--- config.mk ---
export PLATFORM = sky130hd
export DESIGN_NAME = pinned_fifo_slot_allocator_flat
export DESIGN_NICKNAME = d
export VERILOG_FILES = /design/src/rtl/pfsa_pkg.sv /design/src/rtl/pfsa_if.sv /design/src/rtl/pfsa_cell.sv /design/src/rtl/pfsa_seek.sv /design/src/rtl/pinned_fifo_slot_allocator.sv /design/src/flat_wrapper.sv
export SDC_FILE = /design/constraint.sdc
export NUM_CORES = 2
export LEC_CHECK = 0
export ABC_AREA = 1
export BUFFER_PORTS_ARGS = -buffer_cell sky130_fd_sc_hd__buf_2
export CELL_PAD_IN_SITES_DETAIL_PLACEMENT = 1
export CELL_PAD_IN_SITES_GLOBAL_PLACEMENT = 2
export CORE_UTILIZATION = 33
export CTS_BUF_LIST = sky130_fd_sc_hd__clkbuf_8
export DETAILED_ROUTE_END_ITERATION = 16
export GPL_ROUTABILITY_DRIVEN = 0
export PLACE_DENSITY = 0.81
export SYNTH_ARGS = -nofsm -noshare
export SYNTH_HDL_FRONTEND = slang
export SYNTH_SLANG_ARGS = --single-unit
export TNS_END_PERCENT = 1
--- constraint.sdc ---
create_clock -name clk -period 2.32 [get_ports clk]
set_clock_uncertainty 0.15 [all_clocks]
set_input_delay 0.116 -clock clk [delete_from_list [all_inputs] [get_ports clk]]
set_output_delay 0.116 -clock clk [all_outputs]
set_load 0.03 [all_outputs]
--- src/rtl/pfsa_pkg.sv ---
`default_nettype none
// ----------------------------------------------------------------------------
// pfsa_pkg
// Shared constants, types and helpers of the pinned FIFO slot allocator.
// ----------------------------------------------------------------------------
package pfsa_pkg;

    // table size and derived widths
    localparam int ENTRIES = 64;
    localparam int IDX_W   = $clog2(ENTRIES);
    localparam int CNT_W   = IDX_W + 1;
    localparam int SLOT_W  = 6;
    localparam int CMP_W   = (IDX_W > SLOT_W) ? IDX_W : SLOT_W;

    // two-level search: groups of cells, then a pick over the groups
    localparam int GROUP_W = (IDX_W + 1) / 2;
    localparam int GSIZE   = 1 << GROUP_W;
    localparam int GROUPS  = (ENTRIES + GSIZE - 1) / GSIZE;
    localparam int PADDED  = GROUPS * GSIZE;

    typedef logic [IDX_W-1:0]   id_t;
    typedef logic [GROUP_W-1:0] off_t;
    typedef logic [SLOT_W-1:0]  slot_t;
    typedef logic [CNT_W-1:0]   cnt_t;

    // request kinds
    localparam logic REQ_ALLOC = 1'b0;
    localparam logic REQ_PIN   = 1'b1;

    // result status codes
    localparam logic STAT_OK        = 1'b0;
    localparam logic STAT_NONE_FREE = 1'b1;

    // control broadcast to every cell
    typedef struct packed {
        logic  pin_we;
        slot_t pin_idx;
        logic  pin_val;
        logic  move;
        id_t   move_pos;
        id_t   victim_id;
    } cell_ctl_t;

    // registered search result
    typedef struct packed {
        logic found;
        id_t  pos;
        id_t  id;
    } seek_t;

    // one result transaction
    typedef struct packed {
        slot_t slot;
        logic  status;
        logic  reused;
    } rsp_t;

    typedef enum logic [2:0] {
        ST_IDLE,
        ST_FIND,
        ST_PICK,
        ST_MOVE,
        ST_EMIT
    } state_t;

    // entry index to the slot field, low bits when the table is wider
    function automatic slot_t to_slot(input id_t v);
        logic [CMP_W-1:0] w;
        w = CMP_W'(v);
        return w[SLOT_W-1:0];
    endfunction

    // entry held by a cell matches a requested index
    function automatic logic same_entry(input id_t id, input slot_t idx);
        return CMP_W'(id) == CMP_W'(idx);
    endfunction

endpackage
`default_nettype wire

--- src/rtl/pfsa_if.sv ---
`default_nettype none
// ----------------------------------------------------------------------------
// pfsa_req_if / pfsa_rsp_if
// Valid/ready channels for requests and results of the slot allocator.
// ----------------------------------------------------------------------------
interface pfsa_req_if;
    logic                  valid;
    logic                  ready;
    logic                  req_type;
    logic [pfsa_pkg::SLOT_W-1:0] entry_index;
    logic                  pinned;

    modport source (output valid, output req_type, output entry_index, output pinned,
                    input ready);
    modport sink   (input valid, input req_type, input entry_index, input pinned,
                    output ready);
endinterface

interface pfsa_rsp_if;
    logic                  valid;
    logic                  ready;
    logic [pfsa_pkg::SLOT_W-1:0] slot;
    logic                  status;
    logic                  reused;

    modport source (output valid, output slot, output status, output reused,
                    input ready);
    modport sink   (input valid, input slot, input status, input reused,
                    output ready);
endinterface
`default_nettype wire

--- src/rtl/pfsa_cell.sv ---
`default_nettype none
// ----------------------------------------------------------------------------
// pfsa_cell
// One position of the age list: holds an entry index and its pinned mark,
// takes its neighbor's contents when the list closes a gap.
// ----------------------------------------------------------------------------
module pfsa_cell (
    input  wire logic                  clk,
    input  wire logic                  rst_n,
    input  wire pfsa_pkg::id_t         pos,
    input  wire pfsa_pkg::cell_ctl_t   ctl,
    input  wire pfsa_pkg::id_t         next_id,
    input  wire logic                  next_pin,
    output pfsa_pkg::id_t              id,
    output logic                       pin
);
    import pfsa_pkg::*;

    id_t  id_reg;
    id_t  id_next;
    logic pin_reg;
    logic pin_next;

    // shift from the neighbor at or past the gap, else local pin update
    always_comb
    begin
        id_next  = id_reg;
        pin_next = pin_reg;
        if (ctl.move && (pos >= ctl.move_pos))
        begin
            id_next  = next_id;
            pin_next = next_pin;
        end
        else if (ctl.pin_we && same_entry(id_reg, ctl.pin_idx))
        begin
            pin_next = ctl.pin_val;
        end
    end

    // list starts as issue order, which is identity
    always_ff @(posedge clk or negedge rst_n)
    begin
        if (!rst_n)
        begin
            id_reg  <= pos;
            pin_reg <= 1'b0;
        end
        else
        begin
            id_reg  <= id_next;
            pin_reg <= pin_next;
        end
    end

    assign id  = id_reg;
    assign pin = pin_reg;

endmodule
`default_nettype wire

--- src/rtl/pfsa_seek.sv ---
`default_nettype none
// ----------------------------------------------------------------------------
// pfsa_seek
// Finds the oldest unpinned cell: a registered first-free pick in each group
// of cells, then a registered pick over the groups.
// ----------------------------------------------------------------------------
module pfsa_seek (
    input  wire logic                       clk,
    input  wire pfsa_pkg::id_t              ids [pfsa_pkg::ENTRIES],
    input  wire logic [pfsa_pkg::ENTRIES-1:0] pins,
    output pfsa_pkg::seek_t                 res
);
    import pfsa_pkg::*;

    id_t              pad_id [PADDED];
    logic [PADDED-1:0] pad_pin;

    logic             g_any_next [GROUPS];
    off_t             g_off_next [GROUPS];
    id_t              g_id_next  [GROUPS];
    logic             g_any_reg  [GROUPS];
    off_t             g_off_reg  [GROUPS];
    id_t              g_id_reg   [GROUPS];

    seek_t            res_next;
    seek_t            res_reg;

    // pad the row to whole groups, padding reads as pinned
    genvar e;
    generate
        for (e = 0; e < PADDED; e++)
        begin : g_pad
            if (e < ENTRIES)
            begin : g_real
                assign pad_id[e]  = ids[e];
                assign pad_pin[e] = pins[e];
            end
            else
            begin : g_fill
                assign pad_id[e]  = '0;
                assign pad_pin[e] = 1'b1;
            end
        end
    endgenerate

    // first unpinned cell inside each group
    always_comb
    begin
        for (int g = 0; g < GROUPS; g++)
        begin
            g_any_next[g] = 1'b0;
            g_off_next[g] = '0;
            g_id_next[g]  = '0;
            for (int j = GSIZE - 1; j >= 0; j--)
            begin
                if (!pad_pin[g*GSIZE + j])
                begin
                    g_any_next[g] = 1'b1;
                    g_off_next[g] = GROUP_W'(j);
                    g_id_next[g]  = pad_id[g*GSIZE + j];
                end
            end
        end
    end

    always_ff @(posedge clk)
    begin
        for (int g = 0; g < GROUPS; g++)
        begin
            g_any_reg[g] <= g_any_next[g];
            g_off_reg[g] <= g_off_next[g];
            g_id_reg[g]  <= g_id_next[g];
        end
    end

    // first group that has a free cell
    always_comb
    begin
        res_next = '0;
        for (int g = GROUPS - 1; g >= 0; g--)
        begin
            if (g_any_reg[g])
            begin
                res_next.found = 1'b1;
                res_next.pos   = IDX_W'(g * GSIZE) + IDX_W'(g_off_reg[g]);
                res_next.id    = g_id_reg[g];
            end
        end
    end

    always_ff @(posedge clk)
    begin
        res_reg <= res_next;
    end

    assign res = res_reg;

endmodule
`default_nettype wire

--- src/rtl/pinned_fifo_slot_allocator.sv ---
`default_nettype none
// ----------------------------------------------------------------------------
// pinned_fifo_slot_allocator
// Hands out table slots in issue order, then reuses the oldest unpinned slot.
// ----------------------------------------------------------------------------
// Every request transaction gives exactly one result transaction. The block
// works on one request at a time. A pin request, or an allocate while unissued
// slots remain, goes from acceptance straight to the emit state and loads the
// output register once that register is free. An allocate once every slot has
// been issued first passes through the find, pick and move states: the
// two-stage registered search for the oldest unpinned cell of the age list,
// then the move state, in which the row of cells closes the gap and puts the
// victim at the newest end. A new request is taken as soon as
// the previous result has entered the output register, even while that result
// still waits downstream. The age list resets to issue order, so no clearing
// pass is needed.
// ----------------------------------------------------------------------------
module pinned_fifo_slot_allocator (
    input  wire logic   clk,
    input  wire logic   rst_n,
    pfsa_req_if.sink    req,
    pfsa_rsp_if.source  rsp
);
    import pfsa_pkg::*;

    state_t    state_reg;
    state_t    state_next;
    cnt_t      count_reg;
    cnt_t      count_next;
    rsp_t      res_reg;
    rsp_t      res_next;
    rsp_t      out_reg;
    logic      out_valid_reg;
    logic      out_valid_next;

    logic      accept;
    logic      not_full;
    logic      out_free;
    logic      load_out;
    cell_ctl_t cell_ctl;
    seek_t     seek;

    id_t               cell_id [ENTRIES];
    logic [ENTRIES-1:0] cell_pin;

    assign accept   = req.valid && req.ready;
    assign not_full = count_reg < CNT_W'(ENTRIES);
    assign out_free = !out_valid_reg || rsp.ready;

    // next state
    always_comb
    begin
        state_next = state_reg;
        unique case (state_reg)
            ST_IDLE:
            begin
                if (req.valid)
                begin
                    if ((req.req_type == REQ_PIN) || not_full)
                        state_next = ST_EMIT;
                    else
                        state_next = ST_FIND;
                end
            end
            ST_FIND: state_next = ST_PICK;
            ST_PICK: state_next = ST_MOVE;
            ST_MOVE: state_next = ST_EMIT;
            ST_EMIT:
            begin
                if (out_free)
                    state_next = ST_IDLE;
            end
            default: state_next = ST_IDLE;
        endcase
    end

    // state outputs
    always_comb
    begin
        req.ready          = 1'b0;
        load_out           = 1'b0;
        cell_ctl.move      = 1'b0;
        unique case (state_reg)
            ST_IDLE: req.ready     = 1'b1;
            ST_MOVE: cell_ctl.move = seek.found;
            ST_EMIT: load_out      = out_free;
            default: ;
        endcase
        cell_ctl.pin_we    = accept && (req.req_type == REQ_PIN);
        cell_ctl.pin_idx   = req.entry_index;
        cell_ctl.pin_val   = req.pinned;
        cell_ctl.move_pos  = seek.pos;
        cell_ctl.victim_id = seek.id;
    end

    // issue count and pending result
    always_comb
    begin
        count_next = count_reg;
        res_next   = res_reg;
        if (accept)
        begin
            if (req.req_type == REQ_PIN)
            begin
                res_next = '{slot: req.entry_index, status: STAT_OK, reused: 1'b0};
            end
            else if (not_full)
            begin
                res_next   = '{slot: to_slot(count_reg[IDX_W-1:0]), status: STAT_OK,
                               reused: 1'b0};
                count_next = count_reg + CNT_W'(1);
            end
        end
        else if (state_reg == ST_MOVE)
        begin
            if (seek.found)
                res_next = '{slot: to_slot(seek.id), status: STAT_OK, reused: 1'b1};
            else
                res_next = '{slot: '0, status: STAT_NONE_FREE, reused: 1'b0};
        end
    end

    // output register
    always_comb
    begin
        out_valid_next = out_valid_reg;
        if (load_out)
            out_valid_next = 1'b1;
        else if (rsp.ready)
            out_valid_next = 1'b0;
    end

    always_ff @(posedge clk or negedge rst_n)
    begin
        if (!rst_n)
        begin
            state_reg     <= ST_IDLE;
            count_reg     <= '0;
            out_valid_reg <= 1'b0;
        end
        else
        begin
            state_reg     <= state_next;
            count_reg     <= count_next;
            out_valid_reg <= out_valid_next;
        end
    end

    always_ff @(posedge clk)
    begin
        res_reg <= res_next;
        if (load_out)
            out_reg <= res_reg;
    end

    assign rsp.valid  = out_valid_reg;
    assign rsp.slot   = out_reg.slot;
    assign rsp.status = out_reg.status;
    assign rsp.reused = out_reg.reused;

    // row of cells, oldest at position zero, victim enters at the far end
    genvar i;
    generate
        for (i = 0; i < ENTRIES; i++)
        begin : g_cell
            id_t  nb_id;
            logic nb_pin;
            if (i == ENTRIES - 1)
            begin : g_tail
                assign nb_id  = cell_ctl.victim_id;
                assign nb_pin = 1'b0;
            end
            else
            begin : g_body
                assign nb_id  = cell_id[i+1];
                assign nb_pin = cell_pin[i+1];
            end
            pfsa_cell u_cell (
                .clk      (clk),
                .rst_n    (rst_n),
                .pos      (IDX_W'(i)),
                .ctl      (cell_ctl),
                .next_id  (nb_id),
                .next_pin (nb_pin),
                .id       (cell_id[i]),
                .pin      (cell_pin[i])
            );
        end
    endgenerate

    // oldest unpinned search
    pfsa_seek u_seek (
        .clk  (clk),
        .ids  (cell_id),
        .pins (cell_pin),
        .res  (seek)
    );

    // the issue count never passes the table size
    a_count_range: assert property (@(posedge clk) disable iff (!rst_n)
        count_reg <= CNT_W'(ENTRIES))
        else $error("issue count above table size");

    // a reused victim lands at the newest end of the list
    a_victim_tail: assert property (@(posedge clk) disable iff (!rst_n)
        (state_reg == ST_MOVE) && seek.found |=> cell_id[ENTRIES-1] == $past(seek.id))
        else $error("victim not moved to newest end");

    // the list is only reordered once every slot is issued
    a_move_full: assert property (@(posedge clk) disable iff (!rst_n)
        (state_reg == ST_MOVE) |-> (count_reg == CNT_W'(ENTRIES)))
        else $error("reuse search before table full");

    // a none-free result carries neither a slot nor a reuse flag
    a_none_free: assert property (@(posedge clk) disable iff (!rst_n)
        load_out && (res_reg.status == STAT_NONE_FREE) |->
            (res_reg.reused == 1'b0) && (res_reg.slot == '0))
        else $error("malformed none-free result");

endmodule
`default_nettype wire

--- src/flat_wrapper.sv ---
// flat-port wrapper written by rule: the top's interface ports become plain ports
module pinned_fifo_slot_allocator_flat import pfsa_pkg::*;
  (clk, rst_n, req_valid, req_req_type, req_entry_index, req_pinned, req_ready, rsp_valid, rsp_slot, rsp_status, rsp_reused, rsp_ready);
  pfsa_req_if req_i ();
  pfsa_rsp_if rsp_i ();
  input  wire logic clk;
  input  wire logic rst_n;
  input wire logic [$bits(req_i.valid)-1:0] req_valid;
  input wire logic [$bits(req_i.req_type)-1:0] req_req_type;
  input wire logic [$bits(req_i.entry_index)-1:0] req_entry_index;
  input wire logic [$bits(req_i.pinned)-1:0] req_pinned;
  output wire logic [$bits(req_i.ready)-1:0] req_ready;
  output wire logic [$bits(rsp_i.valid)-1:0] rsp_valid;
  output wire logic [$bits(rsp_i.slot)-1:0] rsp_slot;
  output wire logic [$bits(rsp_i.status)-1:0] rsp_status;
  output wire logic [$bits(rsp_i.reused)-1:0] rsp_reused;
  input wire logic [$bits(rsp_i.ready)-1:0] rsp_ready;
  assign req_i.valid = req_valid;
  assign req_i.req_type = req_req_type;
  assign req_i.entry_index = req_entry_index;
  assign req_i.pinned = req_pinned;
  assign req_ready = req_i.ready;
  assign rsp_valid = rsp_i.valid;
  assign rsp_slot = rsp_i.slot;
  assign rsp_status = rsp_i.status;
  assign rsp_reused = rsp_i.reused;
  assign rsp_i.ready = rsp_ready;
  pinned_fifo_slot_allocator u_core (.clk(clk), .rst_n(rst_n), .req(req_i), .rsp(rsp_i));
endmodule
==> impl_metrics.ini <==
[timing]
finalSetupViolCount = 0
holdWs_ps = 67.0
fmax_mhz = 453
slew_headroom = 0.425
worst_pin_slew_ps = 859
rsz0062_at_grt = true
min_period_ps = 2210
period_share = 0.953
slew_viol_final = 0
hold_viol_final = 0

[route]
wl_per_cell_um = 19.7
drt_iter0_markers = 1994
viasPerCell = 5.06
drt_pass1_iterations = 5
vias = 32100
postRouteAntennaNets = 0
drc = 0
drt_wl_total_um = 125000

[synthesis]
synth_nets = 4939
netlist-cell-type-count = 35
yosysWarnings = 0
synthTopCellsByArea = nand2_1, dfrtp_1, dfstp_2
synth_area_leader_cell = nand2_1
synth-async-reset-ratio = 0.808
synthFlopType = dfrtp_1
netlist_area_um2 = 32500
synth-edff-count = 16
synth_seq_cells = 568
post-synth-top-area-fraction = 0.249
syn_area_per_cell_um2 = 6.59
yosysMostFrequentCell = nand2_1
synth_commonest_cells = nand2_1, inv_1, o21ai_0
seq_area_frac_synth = 0.433
post_synth_inst_count = 4926

[clock_tree]
cts_tree = built
htree_levels = 3
clkSlewWorstSetupHoldPaths_ps = 60
clockBufferDepth = 3
ctsRootBufferMaster = clkbuf_8
post_cts_buffers = 0
cts_buffers = 107
clock_latency_ps = 780
clock_sinks = 568

[power_and_ir_drop]
power_uw = 37100
power_leakage_uw = 0.0162
p_per_area_nw_per_um2 = 1010
peakVddDrop_uv = 557

[global_route]
grt_use_total = 0.252
grt_pass1_wl_um = 194000
antenna_found_initial = 3
grt_max_degree = 97
grt_pass1_vias = 32800
grt_overflow_total = 0

[hold_path]
hp-class = in -> reg

[worst_setup_path]
cp.required_ps = 2780
cp.buffers_inverters = 3
crit_path_cell_trace = inv_2 > nand3_2 > nor2_4 > buf_12 > buf_4 > nand2_1 > nand2_1 > o21ai_0 > nand2_1 > nand2_1
arrival_ps = 2670
path_delay_family = simple AND/OR/NAND/NOR gates
criticalPathCategory = reg -> reg
cpMostUsedCell = nand2_1
critPathMaxFanout = 16
slowest_delay_ps = 440
cp-end-kind = register
crit_path_start_kind = register
cp_slowest_cell = dfrtp_1

[layout]
final_layout_size_suffix_gt1_frac = 0.108
largest_reg_flops = 384
fin_util = 0.380
final_net_count = 4980
syn2layout_area_growth_pct = 13.6
final_area_um2 = 36900

[die]
design.core.area_um2 = 97100
ios = 22
die_x_um = 316
die_area_um2 = 99700
die_h_um = 316
rows = 114
initial_utilization = 0.334

[status]
status = finished, final reports clean

[job]
cap_viol_max_count = 0

[place]
dpl-instance-area_um2 = 34600
dp_hpwl_um = 86300
port_buffers = 21
[path summary, 6_finish.rpt]
check | start | end | slack, ps | cells past startpoint
min in group asynchronous | rst_n | u_core.g_cell[38].u_cell.id[0] | 380 | 4
setup reg to reg | u_core.state_reg[2] | u_core.g_cell[9].u_cell.pin | 110 | 10
hold / removal | req_entry_index[4] | u_core.res_reg[6] | 70 | 4
hold reg to reg | u_core.res_reg[3] | u_core.rsp.slot[1] | 260 | 0
setup / recovery | u_core.state_reg[2] | u_core.g_cell[9].u_cell.pin | 110 | 10
max in group asynchronous | rst_n | u_core.g_cell[29].u_cell.id[4] | 780 | 6
[layer usage]
layer / wire length [um] / track usage / up-vias
met5: 13 / 0 / -
met4: 4150 / 0.0848 / 2
met3: 5080 / 0.0377 / 237
met2: 56600 / 0.406 / 581
met1: 59100 / 0.345 / 15600
li1: - / - / 15600
[cells by family after synthesis]
family | after synthesis | share of synthesized area
fa+ha+maj | 1 | 0.000385
xor+xnor | 26 | 0.00701
flops | 568 | 0.433
buf+inv | 730 | 0.0879
compound gates | 747 | 0.117
simple gates | 2854 | 0.354
[metrics by stage]
| step | TNS (ps) | setup WS [ps] | instances |
|---|---|---|---|
| after floorplan | 0 | 312 | 4926 |
| after global placement | 0 | 60.5 | 6121 |
| after detailed placement | 0 | 19.3 | 6121 |
| after CTS | 0 | 27.3 | 6336 |
| after global routing | -20.7 | -18.1 | 6337 |
| final | 0 | 110 | 6337 |
[what timing repair did]
action | 4_1_cts | 5_1_grt
gates resized for setup | 0 | 6
setup endpoints to repair | 0 | 14
hold buffers | 13 | 0
hold endpoints to repair | 525 | 0
[worst min-delay path, stage by stage]
cell and delay (ps):
buf_4 140, clkinv_2 70, buf_4 250, o221ai_1 250
[where the power goes]
| group | switching (uW) | total, uW | internal (uW) |
|---|---|---|---|
| Sequential | 1960 | 14200 | 12200 |
| Combinational | 8960 | 12800 | 3810 |
| Clock | 4780 | 10100 | 5360 |
[layout make-up]
| class | instances | area, um2 |
|---|---|---|
| clock inverters | 66 | 309 |
| well taps | 1276 | 1600 |
| multi-input cells | 3628 | 15600 |
| flip-flops and latches | 568 | 14100 |
| diodes | 1 | 2.50 |
| fillers | 12500 | 60200 |
| clock buffers | 136 | 1870 |
| repair buffers | 166 | 1600 |
| inverters | 496 | 1870 |
[cell usage in the layout (no fill, tap or decap), types with 2 or more instances in the layout]
cell / instances
dfstp_2: 192
nor3_1: 19
nand3_2: 3
inv_6: 2
nor2_2: 10
dfxtp_1: 93
o221ai_1: 6
buf_12: 28
inv_2: 4
clkinv_1: 10
nand3_1: 252
nor2_4: 7
a21oi_1: 295
nand2_2: 10
o21ai_1: 12
nand4_1: 134
o211ai_1: 10
nor2_1: 266
buf_4: 110
nand2_1: 2149
dlygate4sd3_1: 12
o21ai_2: 3
or2_2: 2
edfxtp_1: 16
xor2_1: 9
a31oi_1: 9
buf_2: 14
dfrtp_1: 267
clkinv_2: 16
clkbuf_8: 136
a21oi_2: 3
o21ai_0: 409
inv_1: 526
xnor2_1: 17
Power figures use the tool's default switching activity.
